[src/rtl/core/pirl_pkg.sv]
// ---------------------------------------------------------------------------
// pirl_pkg: shared definitions for the single-wire link master
// Register map, command and drive codes, timing reset values, result beat.
// ---------------------------------------------------------------------------
package pirl_pkg;

   // Largest bit counts of one transaction.
   localparam int unsigned MaxReadBits  = 64;
   localparam int unsigned MaxWriteBits = 32;

   // Field widths.
   localparam int unsigned CountW = 7;
   localparam int unsigned WordW  = 32;
   localparam int unsigned ValueW = 64;
   localparam int unsigned TickW  = 16;

   // Configuration register indexes (byte address is four times the index).
   localparam logic [1:0] REG_READ_START = 2'd0;
   localparam logic [1:0] REG_READ_GAP   = 2'd1;
   localparam logic [1:0] REG_WRITE_HOLD = 2'd2;
   localparam logic [1:0] REG_WRITE_END  = 2'd3;

   // Reset values of the timing registers.
   localparam logic [9:0]  RST_READ_START = 10'd110;
   localparam logic [7:0]  RST_READ_GAP   = 8'd13;
   localparam logic [9:0]  RST_WRITE_HOLD = 10'd100;
   localparam logic [15:0] RST_WRITE_END  = 16'd1000;

   // Command codes of an input beat.
   localparam logic [1:0] MODE_TICK  = 2'd0;
   localparam logic [1:0] MODE_READ  = 2'd1;
   localparam logic [1:0] MODE_WRITE = 2'd2;

   // Wire drive codes.
   localparam logic [1:0] DRV_REL  = 2'd0;
   localparam logic [1:0] DRV_LOW  = 2'd1;
   localparam logic [1:0] DRV_HIGH = 2'd2;

   // One result beat.
   typedef struct packed {
      logic [1:0]        line_drive;
      logic              busy_res;
      logic              done_res;
      logic [ValueW-1:0] read_value;
      logic [3:0]        byte_count;
   } pirl_rsp_type;

endpackage

[src/rtl/core/pirl_rsp_buf.sv]
// ---------------------------------------------------------------------------
// pirl_rsp_buf: result register with skid stage
// Holds result beats so the tick engine keeps accepting while the consumer
// stalls; the upstream stall comes straight from a flip-flop.
// ---------------------------------------------------------------------------
module pirl_rsp_buf
   import pirl_pkg::*;
(
   input  logic         clock,
   input  logic         reset,
   input  logic         push,
   input  pirl_rsp_type push_data,
   output logic         full,
   output logic         out_valid,
   output pirl_rsp_type out_data,
   input  logic         out_stall
);

   logic         main_valid_ff;
   logic         main_valid_in;
   pirl_rsp_type main_ff;
   pirl_rsp_type main_in;
   logic         skid_valid_ff;
   logic         skid_valid_in;
   pirl_rsp_type skid_ff;
   pirl_rsp_type skid_in;
   logic         drain;

   assign drain = main_valid_ff & ~out_stall;

   always_comb begin
      main_valid_in = main_valid_ff;
      main_in       = main_ff;
      skid_valid_in = skid_valid_ff;
      skid_in       = skid_ff;
      if (skid_valid_ff) begin
         // No push can arrive while the skid stage is occupied.
         if (drain) begin
            main_in       = skid_ff;
            skid_valid_in = 1'b0;
         end
      end else if (push) begin
         if (!main_valid_ff || drain) begin
            main_in       = push_data;
            main_valid_in = 1'b1;
         end else begin
            skid_in       = push_data;
            skid_valid_in = 1'b1;
         end
      end else if (drain) begin
         main_valid_in = 1'b0;
      end
   end

   always_ff @(posedge clock) begin
      if (reset) begin
         main_valid_ff <= 1'b0;
         skid_valid_ff <= 1'b0;
      end else begin
         main_valid_ff <= main_valid_in;
         skid_valid_ff <= skid_valid_in;
      end
      main_ff <= main_in;
      skid_ff <= skid_in;
   end

   assign full      = skid_valid_ff;
   assign out_valid = main_valid_ff;
   assign out_data  = main_ff;

`ifndef SYNTH
   a_skid_behind_main: assert property (@(posedge clock) disable iff (reset)
      skid_valid_ff |-> main_valid_ff)
      else $error("skid stage holds a beat while the result register is empty");

   a_skid_fill_on_stall: assert property (@(posedge clock) disable iff (reset)
      $rose(skid_valid_ff) |-> $past(main_valid_ff && out_stall))
      else $error("skid stage filled without a stalled result");

   a_skid_moves_up: assert property (@(posedge clock) disable iff (reset)
      skid_valid_ff && !out_stall |=> main_valid_ff && !skid_valid_ff)
      else $error("skid beat not moved into the result register");
`endif

endmodule

[src/rtl/core/pir_single_wire_link_master.sv]
// ---------------------------------------------------------------------------
// pir_single_wire_link_master: timed master for a single-wire PIR link
// Every input beat is one microsecond tick; the block sequences read and
// write transactions on the wire and returns one result beat per tick.
// ---------------------------------------------------------------------------
//
//   Channel  Direction  Handshake            Content
//   req      in         req_valid/req_stall  mode, bit count, word, line level
//   rsp      out        rsp_valid/rsp_stall  drive, busy, done, value, bytes
//   csr      in/out     psel/penable/pready  four timing registers, 32-bit data
//
// One tick beat is taken in every cycle while req_stall is low. The tick's whole step (the start
// decode, one state machine transition and the shift) is a single pass of
// logic from the state registers into the result register; a beat's result
// is registered there (or in the skid stage while rsp stalls), then shown on rsp.
// Reset puts the sequencer idle and the timing registers at their defaults.
// A stalled result waits in the result register; one more beat fits in the
// skid stage, and only then is req_stall raised, straight from a flip-flop.
// ---------------------------------------------------------------------------
module pir_single_wire_link_master
   import pirl_pkg::*;
(
   input  logic               clock,
   input  logic               reset,

   input  logic               req_valid,
   output logic               req_stall,
   input  logic [1:0]         req_mode,
   input  logic [CountW-1:0]  req_bit_count,
   input  logic [WordW-1:0]   req_write_word,
   input  logic               req_line_in,

   output logic               rsp_valid,
   input  logic               rsp_stall,
   output logic [1:0]         rsp_line_drive,
   output logic               rsp_busy_res,
   output logic               rsp_done_res,
   output logic [ValueW-1:0]  rsp_read_value,
   output logic [3:0]         rsp_byte_count,

   input  logic               psel,
   input  logic               penable,
   input  logic               pwrite,
   input  logic [3:0]         paddr,
   input  logic [31:0]        pwdata,
   output logic [31:0]        prdata,
   output logic               pready
);

   // Sequencer phases.
   localparam logic [3:0] PH_IDLE    = 4'd0;
   localparam logic [3:0] PH_R_START = 4'd1;
   localparam logic [3:0] PH_R_LOW   = 4'd2;
   localparam logic [3:0] PH_R_HIGH  = 4'd3;
   localparam logic [3:0] PH_R_SAMP  = 4'd4;
   localparam logic [3:0] PH_R_WAIT  = 4'd5;
   localparam logic [3:0] PH_R_END   = 4'd6;
   localparam logic [3:0] PH_W_LOW   = 4'd7;
   localparam logic [3:0] PH_W_HIGH  = 4'd8;
   localparam logic [3:0] PH_W_HOLD  = 4'd9;
   localparam logic [3:0] PH_W_END   = 4'd10;

   localparam logic [CountW-1:0] READ_CAP  = CountW'(MaxReadBits);
   localparam logic [CountW-1:0] WRITE_CAP = CountW'(MaxWriteBits);

   // Timing registers.
   logic [9:0]  read_start_ff;
   logic [7:0]  read_gap_ff;
   logic [9:0]  write_hold_ff;
   logic [15:0] write_end_ff;

   // Sequencer state.
   logic [3:0]        phase_ff,        phase_in;
   logic [TickW-1:0]  tick_left_ff,    tick_left_in;
   logic [CountW-1:0] bits_left_ff,    bits_left_in;
   logic [CountW-1:0] total_bits_ff,   total_bits_in;
   logic [ValueW-1:0] shift_word_ff,   shift_word_in;
   logic              first_sample_ff, first_sample_in;
   logic [WordW-1:0]  send_word_ff,    send_word_in;

   logic              req_accept;
   logic              csr_write;
   logic              buf_full;
   pirl_rsp_type      step_rsp;
   pirl_rsp_type      out_rsp;
   logic [CountW-1:0] bit_index;
   logic [7:0]        byte_sum;

   assign req_accept = req_valid & ~buf_full;
   assign req_stall  = buf_full;

   // ------------------------------------------------------------------
   // Configuration port: no wait states, writes decoded on the access
   // phase, reads return the register zero-extended.
   // ------------------------------------------------------------------
   assign pready    = 1'b1;
   assign csr_write = psel & penable & pwrite & pready;

   always_ff @(posedge clock) begin
      if (reset) begin
         read_start_ff <= RST_READ_START;
         read_gap_ff   <= RST_READ_GAP;
         write_hold_ff <= RST_WRITE_HOLD;
         write_end_ff  <= RST_WRITE_END;
      end else if (csr_write) begin
         case (paddr[3:2])
            REG_READ_START: read_start_ff <= pwdata[9:0];
            REG_READ_GAP:   read_gap_ff   <= pwdata[7:0];
            REG_WRITE_HOLD: write_hold_ff <= pwdata[9:0];
            REG_WRITE_END:  write_end_ff  <= pwdata[15:0];
            default: ;
         endcase
      end
   end

   always_comb begin
      case (paddr[3:2])
         REG_READ_START: prdata = {22'd0, read_start_ff};
         REG_READ_GAP:   prdata = {24'd0, read_gap_ff};
         REG_WRITE_HOLD: prdata = {22'd0, write_hold_ff};
         REG_WRITE_END:  prdata = {16'd0, write_end_ff};
         default:        prdata = 32'd0;
      endcase
   end

   // ------------------------------------------------------------------
   // One tick. A start seen while idle takes effect in the same tick,
   // so the start decode runs first and the phase step acts on its result.
   // The hold and read end phases are never entered by a start in the same
   // tick, so the bit index and byte count come from the registers.
   // ------------------------------------------------------------------
   assign bit_index = bits_left_ff - 7'd1;
   assign byte_sum  = {1'b0, total_bits_ff} + 8'd7;

   always_comb begin
      phase_in        = phase_ff;
      tick_left_in    = tick_left_ff;
      bits_left_in    = bits_left_ff;
      total_bits_in   = total_bits_ff;
      shift_word_in   = shift_word_ff;
      first_sample_in = first_sample_ff;
      send_word_in    = send_word_ff;
      step_rsp        = '0;

      if (phase_ff == PH_IDLE) begin
         if (req_mode == MODE_READ) begin
            total_bits_in   = (req_bit_count > READ_CAP) ? READ_CAP : req_bit_count;
            bits_left_in    = total_bits_in;
            shift_word_in   = '0;
            first_sample_in = 1'b0;
            tick_left_in    = (read_start_ff == 10'd0) ? 16'd1 : {6'd0, read_start_ff};
            phase_in        = PH_R_START;
         end else if (req_mode == MODE_WRITE) begin
            total_bits_in = '0;
            bits_left_in  = (req_bit_count > WRITE_CAP) ? WRITE_CAP : req_bit_count;
            send_word_in  = req_write_word;
            if (bits_left_in != 7'd0) begin
               phase_in = PH_W_LOW;
            end else begin
               // An empty write still drives at least one low tick.
               phase_in     = PH_W_END;
               tick_left_in = write_end_ff;
            end
         end
      end

      case (phase_in)
         PH_IDLE: begin
            step_rsp.line_drive = DRV_REL;
         end
         PH_R_START: begin
            step_rsp.line_drive = DRV_HIGH;
            if (tick_left_in > 16'd1) begin
               tick_left_in = tick_left_in - 16'd1;
            end else if (bits_left_in != 7'd0) begin
               phase_in = PH_R_LOW;
            end else begin
               phase_in     = PH_R_END;
               tick_left_in = 16'd2;
            end
         end
         PH_R_LOW: begin
            step_rsp.line_drive = DRV_LOW;
            phase_in            = PH_R_HIGH;
         end
         PH_R_HIGH: begin
            step_rsp.line_drive = DRV_HIGH;
            phase_in            = PH_R_SAMP;
         end
         PH_R_SAMP: begin
            first_sample_in = req_line_in;
            tick_left_in    = (read_gap_ff == 8'd0) ? 16'd1 : {8'd0, read_gap_ff};
            phase_in        = PH_R_WAIT;
         end
         PH_R_WAIT: begin
            if (tick_left_in > 16'd1) begin
               tick_left_in = tick_left_in - 16'd1;
            end else begin
               // The bit is one only when both samples saw the wire high.
               shift_word_in = {shift_word_in[ValueW-2:0], req_line_in & first_sample_in};
               if (bits_left_in != 7'd0) begin
                  bits_left_in = bits_left_in - 7'd1;
               end
               if (bits_left_in != 7'd0) begin
                  phase_in = PH_R_LOW;
               end else begin
                  phase_in     = PH_R_END;
                  tick_left_in = 16'd2;
               end
            end
         end
         PH_R_END: begin
            step_rsp.line_drive = DRV_LOW;
            if (tick_left_in > 16'd1) begin
               tick_left_in = tick_left_in - 16'd1;
            end else begin
               step_rsp.done_res   = 1'b1;
               step_rsp.read_value = shift_word_in;
               step_rsp.byte_count = byte_sum[6:3];
               phase_in            = PH_IDLE;
            end
         end
         PH_W_LOW: begin
            step_rsp.line_drive = DRV_LOW;
            phase_in            = PH_W_HIGH;
         end
         PH_W_HIGH: begin
            step_rsp.line_drive = DRV_HIGH;
            tick_left_in = (write_hold_ff == 10'd0) ? 16'd1 : {6'd0, write_hold_ff};
            phase_in     = PH_W_HOLD;
         end
         PH_W_HOLD: begin
            step_rsp.line_drive = send_word_in[bit_index[4:0]] ? DRV_HIGH : DRV_LOW;
            if (tick_left_in > 16'd1) begin
               tick_left_in = tick_left_in - 16'd1;
            end else begin
               if (bits_left_in != 7'd0) begin
                  bits_left_in = bits_left_in - 7'd1;
               end
               if (bits_left_in != 7'd0) begin
                  phase_in = PH_W_LOW;
               end else if (write_end_ff == 16'd0) begin
                  // No end gap: the write finishes on its last hold tick.
                  step_rsp.done_res = 1'b1;
                  phase_in          = PH_IDLE;
               end else begin
                  tick_left_in = write_end_ff;
                  phase_in     = PH_W_END;
               end
            end
         end
         PH_W_END: begin
            step_rsp.line_drive = DRV_LOW;
            if (tick_left_in > 16'd1) begin
               tick_left_in = tick_left_in - 16'd1;
            end else begin
               step_rsp.done_res = 1'b1;
               phase_in          = PH_IDLE;
            end
         end
         default: begin
            phase_in = PH_IDLE;
         end
      endcase

      step_rsp.busy_res = (phase_in != PH_IDLE);
   end

   always_ff @(posedge clock) begin
      if (reset) begin
         phase_ff      <= PH_IDLE;
         tick_left_ff  <= '0;
         bits_left_ff  <= '0;
         total_bits_ff <= '0;
      end else if (req_accept) begin
         phase_ff      <= phase_in;
         tick_left_ff  <= tick_left_in;
         bits_left_ff  <= bits_left_in;
         total_bits_ff <= total_bits_in;
      end
      if (req_accept) begin
         shift_word_ff   <= shift_word_in;
         first_sample_ff <= first_sample_in;
         send_word_ff    <= send_word_in;
      end
   end

   // Result register and skid stage.
   pirl_rsp_buf u_rsp_buf (
      .clock     (clock),
      .reset     (reset),
      .push      (req_accept),
      .push_data (step_rsp),
      .full      (buf_full),
      .out_valid (rsp_valid),
      .out_data  (out_rsp),
      .out_stall (rsp_stall)
   );

   assign rsp_line_drive = out_rsp.line_drive;
   assign rsp_busy_res   = out_rsp.busy_res;
   assign rsp_done_res   = out_rsp.done_res;
   assign rsp_read_value = out_rsp.read_value;
   assign rsp_byte_count = out_rsp.byte_count;

`ifndef SYNTH
   a_done_ends_busy: assert property (@(posedge clock) disable iff (reset)
      rsp_valid && rsp_done_res |-> !rsp_busy_res)
      else $error("result beat reports done while still busy");

   a_value_only_on_done: assert property (@(posedge clock) disable iff (reset)
      rsp_valid && !rsp_done_res |-> rsp_read_value == '0 && rsp_byte_count == 4'd0)
      else $error("read value or byte count shown without done");

   a_bits_in_range: assert property (@(posedge clock) disable iff (reset)
      bits_left_ff <= READ_CAP && total_bits_ff <= READ_CAP)
      else $error("bit counter beyond the read limit");

   a_write_bits_capped: assert property (@(posedge clock) disable iff (reset)
      (phase_ff == PH_W_LOW || phase_ff == PH_W_HIGH || phase_ff == PH_W_HOLD)
      |-> bits_left_ff <= WRITE_CAP && bits_left_ff != 7'd0)
      else $error("write bit counter out of range during a write");
`endif

endmodule
[config.mk]
export PLATFORM = sky130hd
export DESIGN_NAME = pir_single_wire_link_master
export DESIGN_NICKNAME = d
export VERILOG_FILES = /design/src/rtl/core/pirl_pkg.sv /design/src/rtl/core/pirl_rsp_buf.sv /design/src/rtl/core/pir_single_wire_link_master.sv
export SDC_FILE = /design/constraint.sdc
export NUM_CORES = 1
export LEC_CHECK = 0
export ABC_AREA = 1
export BUFFER_PORTS_ARGS = -buffer_cell sky130_fd_sc_hd__buf_2
export CORE_MARGIN = 2
export CORE_UTILIZATION = 40
export CTS_BUF_LIST = sky130_fd_sc_hd__clkbuf_8
export CTS_CLUSTER_DIAMETER = 100
export DETAILED_ROUTE_END_ITERATION = 6
export SLEW_MARGIN = 20
export SYNTH_ARGS = -nofsm -noshare
export SYNTH_HDL_FRONTEND = slang
export SYNTH_SLANG_ARGS = --single-unit
export TNS_END_PERCENT = 100
[constraint.sdc]
create_clock -name clock -period 8 [get_ports clock]
set_input_delay 0.4 -clock clock [delete_from_list [all_inputs] [get_ports clock]]
set_output_delay 0.4 -clock clock [all_outputs]
set_load 0.005 [all_outputs]
==> results.yml, run 1 <==
status:
  status: "finished, final reports clean"
synth:
  synth_async_sr_flop_share: 0
  synth_cells: 1979
  count_of_flip_flops_with_a_built_in_enable_after_synthesis: 241
  synth.distinct_cells: 54
  synth_area_per_cell_um2: 8.598
  synth_simple_gate_area_share: 0.2838
  synth_compound_gate_area_share: 0.1080
  mappedNetlistArea_um2: 17020
  synth_xor_area_frac: 0.009780
  synthAdderAreaFrac: 0.004412
  synth-warning-count: 0
  synth_top_family_by_area: "simple AND/OR/NAND/NOR gates"
  post_synth_mux_area_share: 0.0005883
  synth_flop_cell: "sky130_fd_sc_hd__edfxtp_1"
  synth.yosys.seq_area_share: 0.5194
  flip_flop_and_latch_count_after_synthesis: 321
hold_path:
  worst_hold_path_type: "in2reg"
  hp-start: "pwdata[1]"
global_route:
  grt_overflow: 0
  track_usage: 0.1893
  grt_pass1_wl_um: 67390
  maximum_number_of_pins_on_one_net_before_global_route_repair: 130
  grt_antenna_before_repair: 1
  first_global_vias: 13050
sta:
  finClkSkew_ps: 26.61
  timing.final.setup_violations: 0
  layout_worst_path_cycle_share: 0.5689
  finalWorstPathRequiredPeriod_ps: 4551
  fmax_mhz: 219.7
  rsz0062_at_grt: "no"
  timing.final.max_slew_violations: 0
  report.final.hold_viol_count: 0
  max-slew-margin-rel: 0.3361
  fin_setup_tns_ps: 0
  worst-slew-pin-transition_ps: 995.9
worst_setup_path:
  worst-r2r-setup-slack_ps: 3580
  worst_ep_required_time_ps: 8370
  worst_setup_path_start_kind: "primary input"
  worst_r2r_path_depth: 19
  worst_r2r_startpoint: "phase_ff[2]"
  crit_start: "req_mode[0]"
  worstPathArrival_ps: 4920
  worst-setup-path-type: "in2reg"
  critical_path_peak_fanout: 34
  cp-endpoint: "u_rsp_buf.out_data[29]"
  regToRegEndpoint: "u_rsp_buf.out_data[29]"
  cp_num_cells: 22
  crit_path_cell_trace: "buf_2, inv_1, ha_1, nand3_1, nor2_2, nand2_4, nand2_1, o21ai_0, o21ai_1, inv_1, ha_1, nor2_1, nor2_1, nand2_1, nor2_4, nand2_8, nor2_8, inv_6, buf_4, nor2_4, nor2_1, nor2_1"
  critical-path-top-delay-family: "simple AND/OR/NAND/NOR gates"
  worst_setup_path_end_kind: "flop"
  cp_slowest_cell: "sky130_fd_sc_hd__buf_4"
  critPathMaxStageDelay_ps: 800
  timing.critical_path.buf_inv: 5
  timing.critical_path.mode_cell: "sky130_fd_sc_hd__nor2_1"
cts:
  postCtsResizedCells: 0
  cts.htree.levels: 2
  maximum_root_to_sink_buffer_count: 3
  cts_sinks: 321
  clock-root-buffer: "sky130_fd_sc_hd__clkbuf_8"
  cts.reportedPaths.clkPinSlew_ps: 60
  tritoncts_clock_tree: "yes"
  insertion_delay_ps: 630
  numCtsBuffers: 56
die:
  die_y_um: 210.2
  die-area_um2: 44200
  boundaryPins: 192
  row_count: 75
  core_area_um2: 41950
  initial_standard_cell_utilization_of_the_core: 0.4056
  die_width_um: 210.2
detailed_routing:
  detail_route.wl_per_cell_um: 15.58
  detailroute.via_count: 13570
  vias_per_cell: 5.035
  dr.pass1.iters: 5
  ant_nets: 0
  routed_wirelength_um: 41970
  drt-initial-drc-count: 919
  detail_route.drc_violations: 0
cells_and_area:
  multiInputGateArea_um2: 7012
  final-seq-area_um2: 8840
  fillers: 4097
  layout.core_utilization: 0.4561
  final_net_count: 2202
  drive_gt1_frac: 0.1783
  area_growth_syn_to_layout_pct: 12.44
placement:
  gpl.final_weighted_congestion: 0.8961
  dp_hpwl_um: 27740
  port-buffer-count: 156
power_and_ir_drop:
  pwr_density_cell_nw_per_um2: 233.0
  ir_worst_vdd_uv: 113.9
  total_leakage_power_nw: 7.887
job:
  drv_cap: 0
-- cell usage after synthesis (9+ instances only) --
cell / n / area (um2)
sky130_fd_sc_hd__a21oi_1: 82 / 410.4
sky130_fd_sc_hd__buf_2: 20 / 100.1
sky130_fd_sc_hd__buf_4: 25 / 187.7
sky130_fd_sc_hd__buf_6: 11 / 123.9
sky130_fd_sc_hd__clkbuf_1: 55 / 206.5
sky130_fd_sc_hd__dfxtp_1: 80 / 1602
sky130_fd_sc_hd__edfxtp_1: 241 / 7237
sky130_fd_sc_hd__inv_1: 136 / 510.5
sky130_fd_sc_hd__inv_2: 20 / 75.07
sky130_fd_sc_hd__nand2_1: 428 / 1607
sky130_fd_sc_hd__nand2_2: 11 / 68.82
sky130_fd_sc_hd__nand3_1: 127 / 635.6
sky130_fd_sc_hd__nand3_2: 10 / 100.1
sky130_fd_sc_hd__nand4_1: 23 / 143.9
sky130_fd_sc_hd__nor2_1: 322 / 1209
sky130_fd_sc_hd__nor2_2: 17 / 106.4
sky130_fd_sc_hd__nor2_4: 60 / 675.7
sky130_fd_sc_hd__nor3_1: 9 / 45.04
sky130_fd_sc_hd__o211ai_1: 27 / 202.7
sky130_fd_sc_hd__o21ai_0: 162 / 810.8
sky130_fd_sc_hd__o21ai_1: 19 / 95.09
sky130_fd_sc_hd__o22ai_1: 9 / 56.30
sky130_fd_sc_hd__xor2_1: 17 / 148.9
-- where the power goes --
part           switching (W)  internal, W  leakage [nW]
Combinational       0.000730     0.000323          4.35
Clock               0.000674     0.000735         0.615
Sequential         0.0000539      0.00194          2.92
-- cells in the final DEF (no fill, tap or decap), drive strengths merged, types with 9 or more instances in the layout --
cell type,synthesis,layout
inv,157,181
edfxtp,241,241
o211ai,27,27
a21oi,86,86
xor2,17,17
o22ai,9,9
nor3,10,10
nand4,23,23
nand3,139,139
o21ai,187,187
dfxtp,80,80
nor2,403,403
conb,2,17
buf,61,169
clkbuf,55,58
nand2,442,442
clkinv,2,19
-- layer usage --
layer | GRT usage | part of all wire | wire length, um
met5 | 0 | 0 | 0
met2 | 0.3135 | 0.46 | 19230
met4 | 0.06676 | 0.027 | 1120
met1 | 0.2507 | 0.45 | 19060
met3 | 0.03218 | 0.061 | 2554
-- registers in the layout, indices dropped and copies added, names as in the netlist --
register,flops
bits_left_ff,7
first_sample_ff,1
phase_ff,4
read_gap_ff,8
read_start_ff,10
send_word_ff,32
shift_word_ff,64
tick_left_ff,16
total_bits_ff,7
u_rsp_buf.full,1
u_rsp_buf.out_data,72
u_rsp_buf.out_valid,1
u_rsp_buf.skid_ff,72
write_end_ff,16
write_hold_ff,10
-- layout make-up --
type | count | area share
Clock inverter | 43 | 0.01249
Tap cell | 539 | 0.03525
Sequential cell | 321 | 0.4620
Clock buffer | 58 | 0.04172
Inverter | 159 | 0.03198
Timing Repair Buffer | 175 | 0.04990
Multi-Input combinational cell | 1398 | 0.3665
Antenna cell | 1 | 0.0001308
-- tightest hold or removal path, delay by kind of cell --
| kind | cells | cell delay [ps] |
|---|---|---|
| AO/OA/AOI/OAI | 1 | 60 |
| buffers and inverters | 1 | 120 |
| AND/OR/NAND/NOR | 1 | 60 |
-- stage by stage --
step / setup slack (ps) / power, W / hold slack [ps] / area (um2) / instances
final: 3449 / 0.004457 / 53.97 / 19130 / 2694
after global routing: 3134 / 0.004716 / 59.08 / 19130 / 2694
after CTS: 3514 / 0.004503 / 20.62 / 19100 / 2692
after detailed placement: 2834 / 0.003068 / 458.1 / 18000 / 2585
after global placement: 2898 / 0.003049 / 452.1 / 18000 / 2585
after floorplan: 2840 / 0.002816 / 445.3 / 17070 / 1994
-- cell families (layout without fill, tap and decap cells) --
group           count (synthesis)  after routing
other cells                     2             18
mux                             1              1
simple gates                 1027           1027
fa+ha+maj                       6              6
flops                         321            321
compound gates                328            328
buf+inv                       275            435
xor+xnor                       19             19
-- what timing repair did --
action | CTS | global route
endpoints found under the hold margin | 10 | 0
buffers inserted | 0 | 0
hold buffers | 6 | 0
-- worst min-delay path by stage --
stage                       endpoint  depth (start not counted)
floorplan            bits_left_ff[1]                          2
global placement     bits_left_ff[5]                          2
detailed placement   tick_left_ff[5]                          2
CTS                 read_start_ff[1]                          3
global route          read_gap_ff[3]                          3
finish              read_start_ff[1]                          3
Power figures use the tool's default switching activity.
==> run 2: changes to the inputs <==
- clock period: 8 -> 4.6 ns (I/O delays scaled with it)
==> run 2 against run 1 <==
  * Non-clock buffer count grew 68
  * Global-route usage grew 0.41 points
  * First-iteration DRC count grew 13%
  * Combinational power grew 79%
  * Design area grew 3.8%
  * Wire length grew 2.0%
  * Largest power group unchanged
  * Sequential cell count is the same
  * Clock-buffer cell count grew 4
  * Worst setup slack lost 2600 ps
  * Core utilization grew 1.7 points
  * Sequential power grew 74%
==> results.yml, run 2 (synthesis results as in run 1) <==
status:
  status: "finished, final reports clean"
cells_and_area:
  post-route-cell-area_um2: 19860
  most-common-layout-cells: "sky130_fd_sc_hd__nand2_1, sky130_fd_sc_hd__nor2_1, sky130_fd_sc_hd__edfxtp_1"
  final_net_count: 2270
  n_diodes: 0
  area_growth_syn_to_layout_pct: 16.74
  final-instance-count-excl-fill: 2765
  mostFrequentLayoutCell: "sky130_fd_sc_hd__nand2_1"
  drive_gt1_frac: 0.1833
  layout.core_utilization: 0.4736
sta:
  finClkSkew_ps: 26.87
  max-slew-margin-rel: 0.3663
  worst-slew-pin-transition_ps: 949.2
  finalWorstPathRequiredPeriod_ps: 3714
  fmax_mhz: 269.3
  rsz0062_at_grt: "no"
  fin_setup_tns_ps: 0
  layout_worst_path_cycle_share: 0.8073
  timing.final.setup_violations: 0
  timing.final.max_slew_violations: 0
  report.final.hold_viol_count: 0
die:
  die_y_um: 210.2
  die-area_um2: 44200
  row_count: 75
  boundaryPins: 192
  initial_standard_cell_utilization_of_the_core: 0.4056
  die_width_um: 210.2
  core_area_um2: 41950
worst_setup_path:
  regToRegEndpoint: "u_rsp_buf.out_data[69]"
  critPathMaxStageDelay_ps: 440
  worst-setup-path-type: "reg2reg"
  cp_slowest_cell: "sky130_fd_sc_hd__ha_1"
  worst_setup_path_end_kind: "flop"
  worst_setup_path_start_kind: "flop"
  worstPathArrival_ps: 4120
  crit_path_cell_trace: "nor2_4, nand2_2, inv_2, nand2_1, o21bai_2, ha_1, nand3_4, nand3_1, nand2_2, nor2_4, nand2_4, inv_2, nand3_1, nand2_1, nand2_1, a21oi_1, nand2_1, nand2_1, nand2_1"
  worst-r2r-setup-slack_ps: 890
  critical_path_peak_fanout: 13
  timing.critical_path.mode_cell: "sky130_fd_sc_hd__nand2_1"
  worst_ep_required_time_ps: 5000
  worst_r2r_startpoint: "phase_ff[3]"
  worst_r2r_path_depth: 19
cts:
  cts_sinks: 321
  insertion_delay_ps: 650
  clock-root-buffer: "sky130_fd_sc_hd__clkbuf_8"
  maximum_root_to_sink_buffer_count: 3
  post_cts.repair.setup_buffers: 0
  cts.reportedPaths.clkPinSlew_ps: 60
  numCtsBuffers: 56
  cts.htree.levels: 2
  tritoncts_clock_tree: "yes"
job:
  drv_cap: 0
global_route:
  grt_antenna_before_repair: 0
  grt_pass1_wl_um: 69100
  maximum_number_of_pins_on_one_net_before_global_route_repair: 102
  grt_overflow: 0
  first_global_vias: 13320
  track_usage: 0.1934
placement:
  dp_hpwl_um: 28470
  placed_cell_area_um2: 18170
  port-buffer-count: 156
  post-place-cells: 2601
  gpl.final_weighted_congestion: 0.9120
detailed_routing:
  drt-initial-drc-count: 1034
  ant_nets: 0
  detailroute.via_count: 13790
  detail_route.drc_violations: 0
  detail_route.wl_per_cell_um: 15.48
  vias_per_cell: 4.988
  routed_wirelength_um: 42800
  dr.pass1.iters: 5
power_and_ir_drop:
  pwr_density_cell_nw_per_um2: 398.9
  ir_worst_vdd_uv: 201.8
  total_leakage_power_nw: 8.220
hold_path:
  hp-start: "req_bit_count[1]"
  hold-path-endpoint: "total_bits_ff[1]"
  worst_hold_path_type: "in2reg"
  timing.hold.worst_path_depth: 5
run 2: cell count changes in the layout (fill, tap and decap cells not counted), sizes merged:
cell | previous run | this run
inv | 181 | 180
diode | 1 | 0
clkbuf | 58 | 62
dlygate4sd3 | 6 | 59
clkinv | 19 | 20
buf | 169 | 184
run 2: final cells by class:
| type | count | area (um2) |
|---|---|---|
| fill | 4024 | 22080 |
| sequential | 321 | 8840 |
| multi-input combinational | 1398 | 7012 |
| timing repair buffer | 243 | 1632 |
| clock buffer | 62 | 853.3 |
| tap | 539 | 674.4 |
| inverter | 159 | 611.8 |
| clock inverter | 43 | 241.5 |
run 2: routing by layer:
| metal | share of wire | up-vias | GRT usage |
|---|---|---|---|
| met3 | 0.056 | 72 | 0.03084 |
| li1 | - | 6986 | - |
| met2 | 0.47 | 382 | 0.3167 |
| met5 | 0 | - | 0 |
| met1 | 0.45 | 6353 | 0.2592 |
| met4 | 0.025 | 0 | 0.07190 |
run 2: critical path: cells and delay by family, from the launching register on:
kind                       cells  cell delay (ps)
buffers and inverters          2              430
DFF                            1              340
adders and majority gates      1              440
and+or+nand+nor               14             1760
AOI/OAI and AO/OA              2              480
run 2: through the flow:
stage	setup WS (ps)	hold WS, ps	total power [W]
after global routing	562.1	93.29	0.008374
final	886.4	72.63	0.007924
after detailed placement	862.7	459.2	0.005353
after global placement	897.6	452.4	0.005322
after CTS	922.0	15.12	0.008014
after floorplan	362.0	308.5	0.004895
run 2: timing repair:
item                      4_1_cts  5_1_grt
gates resized for setup         0        0
hold buffers                   59        0
hold endpoints to repair       86        0
run 2: worst max path at each step:
stage                         from                      to  slack, ps  cells after the start
floorplan           u_rsp_buf.full    u_rsp_buf.skid_ff[0]        360                      4
global placement       req_mode[1]  u_rsp_buf.out_data[71]        900                     18
detailed placement     req_mode[1]  u_rsp_buf.out_data[71]        860                     18
CTS                    phase_ff[0]  u_rsp_buf.out_data[69]        920                     19
global route           phase_ff[0]  u_rsp_buf.out_data[69]        560                     21
finish                 phase_ff[3]  u_rsp_buf.out_data[69]        890                     19
run 2: report_power, final:
part           switching, W  internal, W
Combinational       0.00127     0.000605
Sequential        0.0000964      0.00337
Clock               0.00123      0.00135
==> run 3: changes to the inputs <==
- ABC_AREA: 1 -> 0
- clock period: 4.6 -> 3.5 ns (I/O delays scaled with it)
==> run 3 against run 2 <==
  * The flow now finishes with violations (setup timing)
  * Synthesized cell count fell by 27%
  * Wire length up 12%
  * Via count is 4.7% lower
  * Global-route usage up 2.5 points
  * Largest power group unchanged
  * Highest routed layer unchanged
==> results.yml, run 3 <==
die:
  die_width_um: 204.9
  boundaryPins: 192
  die_y_um: 204.9
  row_count: 73
  die-area_um2: 42000
  core_area_um2: 39820
  initial_standard_cell_utilization_of_the_core: 0.4056
detailed_routing:
  detail_route.drc_violations: 0
  top_layer: "met4"
  routed_wirelength_um: 48020
  detailroute.via_count: 13150
  ant_nets: 0
  drt-initial-drc-count: 725
  detailroute.wirelength.met3_um: 2412
  vias_per_cell: 5.429
  wl_met2_um: 23190
  detail_route.wirelength.met1_um: 20690
  dr.pass1.iters: 5
  detail_route.wl_per_cell_um: 19.83
placement:
  dp_hpwl_um: 29960
  post-place-cells: 2205
  gpl.final_weighted_congestion: 0.9634
  port-buffer-count: 156
  placed_cell_area_um2: 18680
synth:
  synth.cells.most_frequent: "sky130_fd_sc_hd__edfxtp_1, sky130_fd_sc_hd__nand2_1, sky130_fd_sc_hd__a21oi_1, sky130_fd_sc_hd__mux2_2, sky130_fd_sc_hd__dfxtp_1"
  synth.distinct_cells: 87
  flip_flop_and_latch_count_after_synthesis: 321
  synth_area_leader_cell: "sky130_fd_sc_hd__edfxtp_1"
  netlist_top_cells_area: "sky130_fd_sc_hd__edfxtp_1, sky130_fd_sc_hd__dfxtp_1, sky130_fd_sc_hd__mux2_2"
  synth_cells: 1443
  synth_top_area_share: 0.4481
  post-synth-top-count-cell: "sky130_fd_sc_hd__edfxtp_1"
  synth.yosys.seq_area_share: 0.5472
  synth_async_sr_flop_share: 0
  mappedNetlistArea_um2: 16150
  synth-warning-count: 0
  synth_flop_cell: "sky130_fd_sc_hd__edfxtp_1"
  count_of_flip_flops_with_a_built_in_enable_after_synthesis: 241
  synth_area_per_cell_um2: 11.19
global_route:
  track_usage: 0.2182
  grt_overflow: 0
  grt_pass1_wl_um: 71830
  first_global_vias: 12980
  maximum_number_of_pins_on_one_net_before_global_route_repair: 82
  grt_antenna_before_repair: 0
sta:
  finalWorstPathRequiredPeriod_ps: 3584
  setup_ws_ps: -84.22
  timing.hold.ws_ps: 102.4
  finClkSkew_ps: 26.90
  worst-slew-pin-transition_ps: 1095
  report.final.hold_viol_count: 0
  timing.final.max_slew_violations: 0
  rsz0062_at_grt: "yes"
  max-slew-margin-rel: 0.2700
  layout_worst_path_cycle_share: 1.024
  fmax_mhz: 279.0
  timing.final.setup_violations: 74
worst_setup_path:
  worstPathArrival_ps: 3960
  critical_path_peak_fanout: 8
  worst_setup_path_end_kind: "flop"
  worst_setup_path_start_kind: "flop"
  worst_ep_required_time_ps: 3870
  worst-setup-path-type: "reg2reg"
cts:
  cts_sinks: 321
  cts.reportedPaths.clkPinSlew_ps: 60
  numCtsBuffers: 56
  cts.htree.levels: 2
  tritoncts_clock_tree: "yes"
  maximum_root_to_sink_buffer_count: 3
  insertion_delay_ps: 650
  clock-root-buffer: "sky130_fd_sc_hd__clkbuf_8"
cells_and_area:
  drive_gt1_frac: 0.3938
  final_net_count: 1942
  n_diodes: 0
  final-instance-count-excl-fill: 2422
  post-route-cell-area_um2: 21760
  most-common-layout-cells: "sky130_fd_sc_hd__edfxtp_1, sky130_fd_sc_hd__nand2_1, sky130_fd_sc_hd__buf_4"
  mostFrequentLayoutCell: "sky130_fd_sc_hd__edfxtp_1"
  area_growth_syn_to_layout_pct: 34.71
job:
  drv_cap: 0
power_and_ir_drop:
  ir_worst_vdd_uv: 292.7
  post_layout_power_w: 0.01071
  pwr_density_cell_nw_per_um2: 492.4
  total_leakage_power_nw: 8.402
hold_path:
  worst_hold_path_type: "in2reg"
status:
  failing_checks: "setup timing"
  status: "complete, but fails checks"
-- run 3: changes by cell type after synthesis, moves of 20 or more --
cell                       before  now
sky130_fd_sc_hd__o211ai_1      27    4
sky130_fd_sc_hd__nand3_1      127   31
sky130_fd_sc_hd__mux2i_1        1   32
sky130_fd_sc_hd__o21ai_0      162   34
sky130_fd_sc_hd__and2_1         0   71
sky130_fd_sc_hd__mux2_2         0  113
sky130_fd_sc_hd__nor2b_1        0   21
sky130_fd_sc_hd__nor2_1       322   72
sky130_fd_sc_hd__a21oi_1       82  113
sky130_fd_sc_hd__inv_2         20    0
sky130_fd_sc_hd__nand2_1      428  216
sky130_fd_sc_hd__inv_1        136   21
sky130_fd_sc_hd__nor2_4        60    0
-- run 3: path summary, 6_finish.rpt --
path                          from               endpoint  slack [ps]  depth (start not counted)
setup / recovery       phase_ff[0]  u_rsp_buf.out_data[8]         -80                         15
hold / removal         req_mode[1]       total_bits_ff[1]         100                          5
setup reg to reg       phase_ff[0]  u_rsp_buf.out_data[8]         -80                         15
hold reg to reg   tick_left_ff[14]       tick_left_ff[14]         470                          2
-- run 3: power by group --
group | switching, W | total, W | internal (W)
clock | 0.00158 | 0.00347 | 0.00189
sequential | 0.000150 | 0.00458 | 0.00443
combinational | 0.00140 | 0.00266 | 0.00126
-- run 3: final cells by class --
cell class / instances / area, um2
clock inverter: 44 / 311.5
fill: 3520 / 18060
timing repair buffer: 445 / 3642
inverter: 23 / 88.84
clock buffer: 60 / 825.8
multi-input combinational: 1004 / 7387
sequential: 321 / 8846
tap: 525 / 656.9
-- run 3: cell families after synthesis --
logic type,count (synthesis),share of synthesized area
AO/OA/AOI/OAI,286,0.1221
XOR/XNOR,10,0.005422
adder cells (fa/ha/maj),7,0.005345
buffers and inverters,134,0.04005
flip-flops,321,0.5472
multiplexers,161,0.1209
other,2,0.0004650
AND/OR/NAND/NOR,522,0.1585
-- run 3: stage by stage --
step	utilization	setup slack, ps	setup TNS (ps)
CTS	0.5281	-48.74	-137.1
finish	0.5464	-84.22	-2000
global route	0.5464	-218.5	-15440
floorplan	-	-201.3	-12100
global placement	0.4691	-282.1	-21040
detailed placement	0.4691	-313.5	-28040
-- run 3: layer usage --
layer  up-vias  global-route usage
met5         -                   0
met4         0             0.09096
met3       117             0.02848
met2       423              0.3656
met1      6441              0.2849
li1       6168                   -
-- run 3: critical path, cell delays in order (launching register included) --
cell	delay [ps]
sky130_fd_sc_hd__dfxtp_2	340
sky130_fd_sc_hd__buf_6	130
sky130_fd_sc_hd__or4_4	630
sky130_fd_sc_hd__buf_12	170
sky130_fd_sc_hd__buf_6	130
sky130_fd_sc_hd__nor4_1	270
sky130_fd_sc_hd__a311o_1	210
sky130_fd_sc_hd__nor3_2	50
sky130_fd_sc_hd__buf_4	150
sky130_fd_sc_hd__and4_4	190
sky130_fd_sc_hd__buf_6	110
sky130_fd_sc_hd__and3_4	210
sky130_fd_sc_hd__buf_6	140
sky130_fd_sc_hd__buf_12	120
sky130_fd_sc_hd__and2_1	170
sky130_fd_sc_hd__mux2_2	290
-- run 3: what timing repair did --
| item | CTS | global route |
|---|---|---|
| pin swaps | 15 | 22 |
| cloned | 6 | 8 |
| hold buffers | 67 | 0 |
| resized for setup | 66 | 110 |
| setup endpoints to repair | 81 | 143 |
| buffers inserted | 18 | 16 |
| hold endpoints to repair | 95 | 0 |
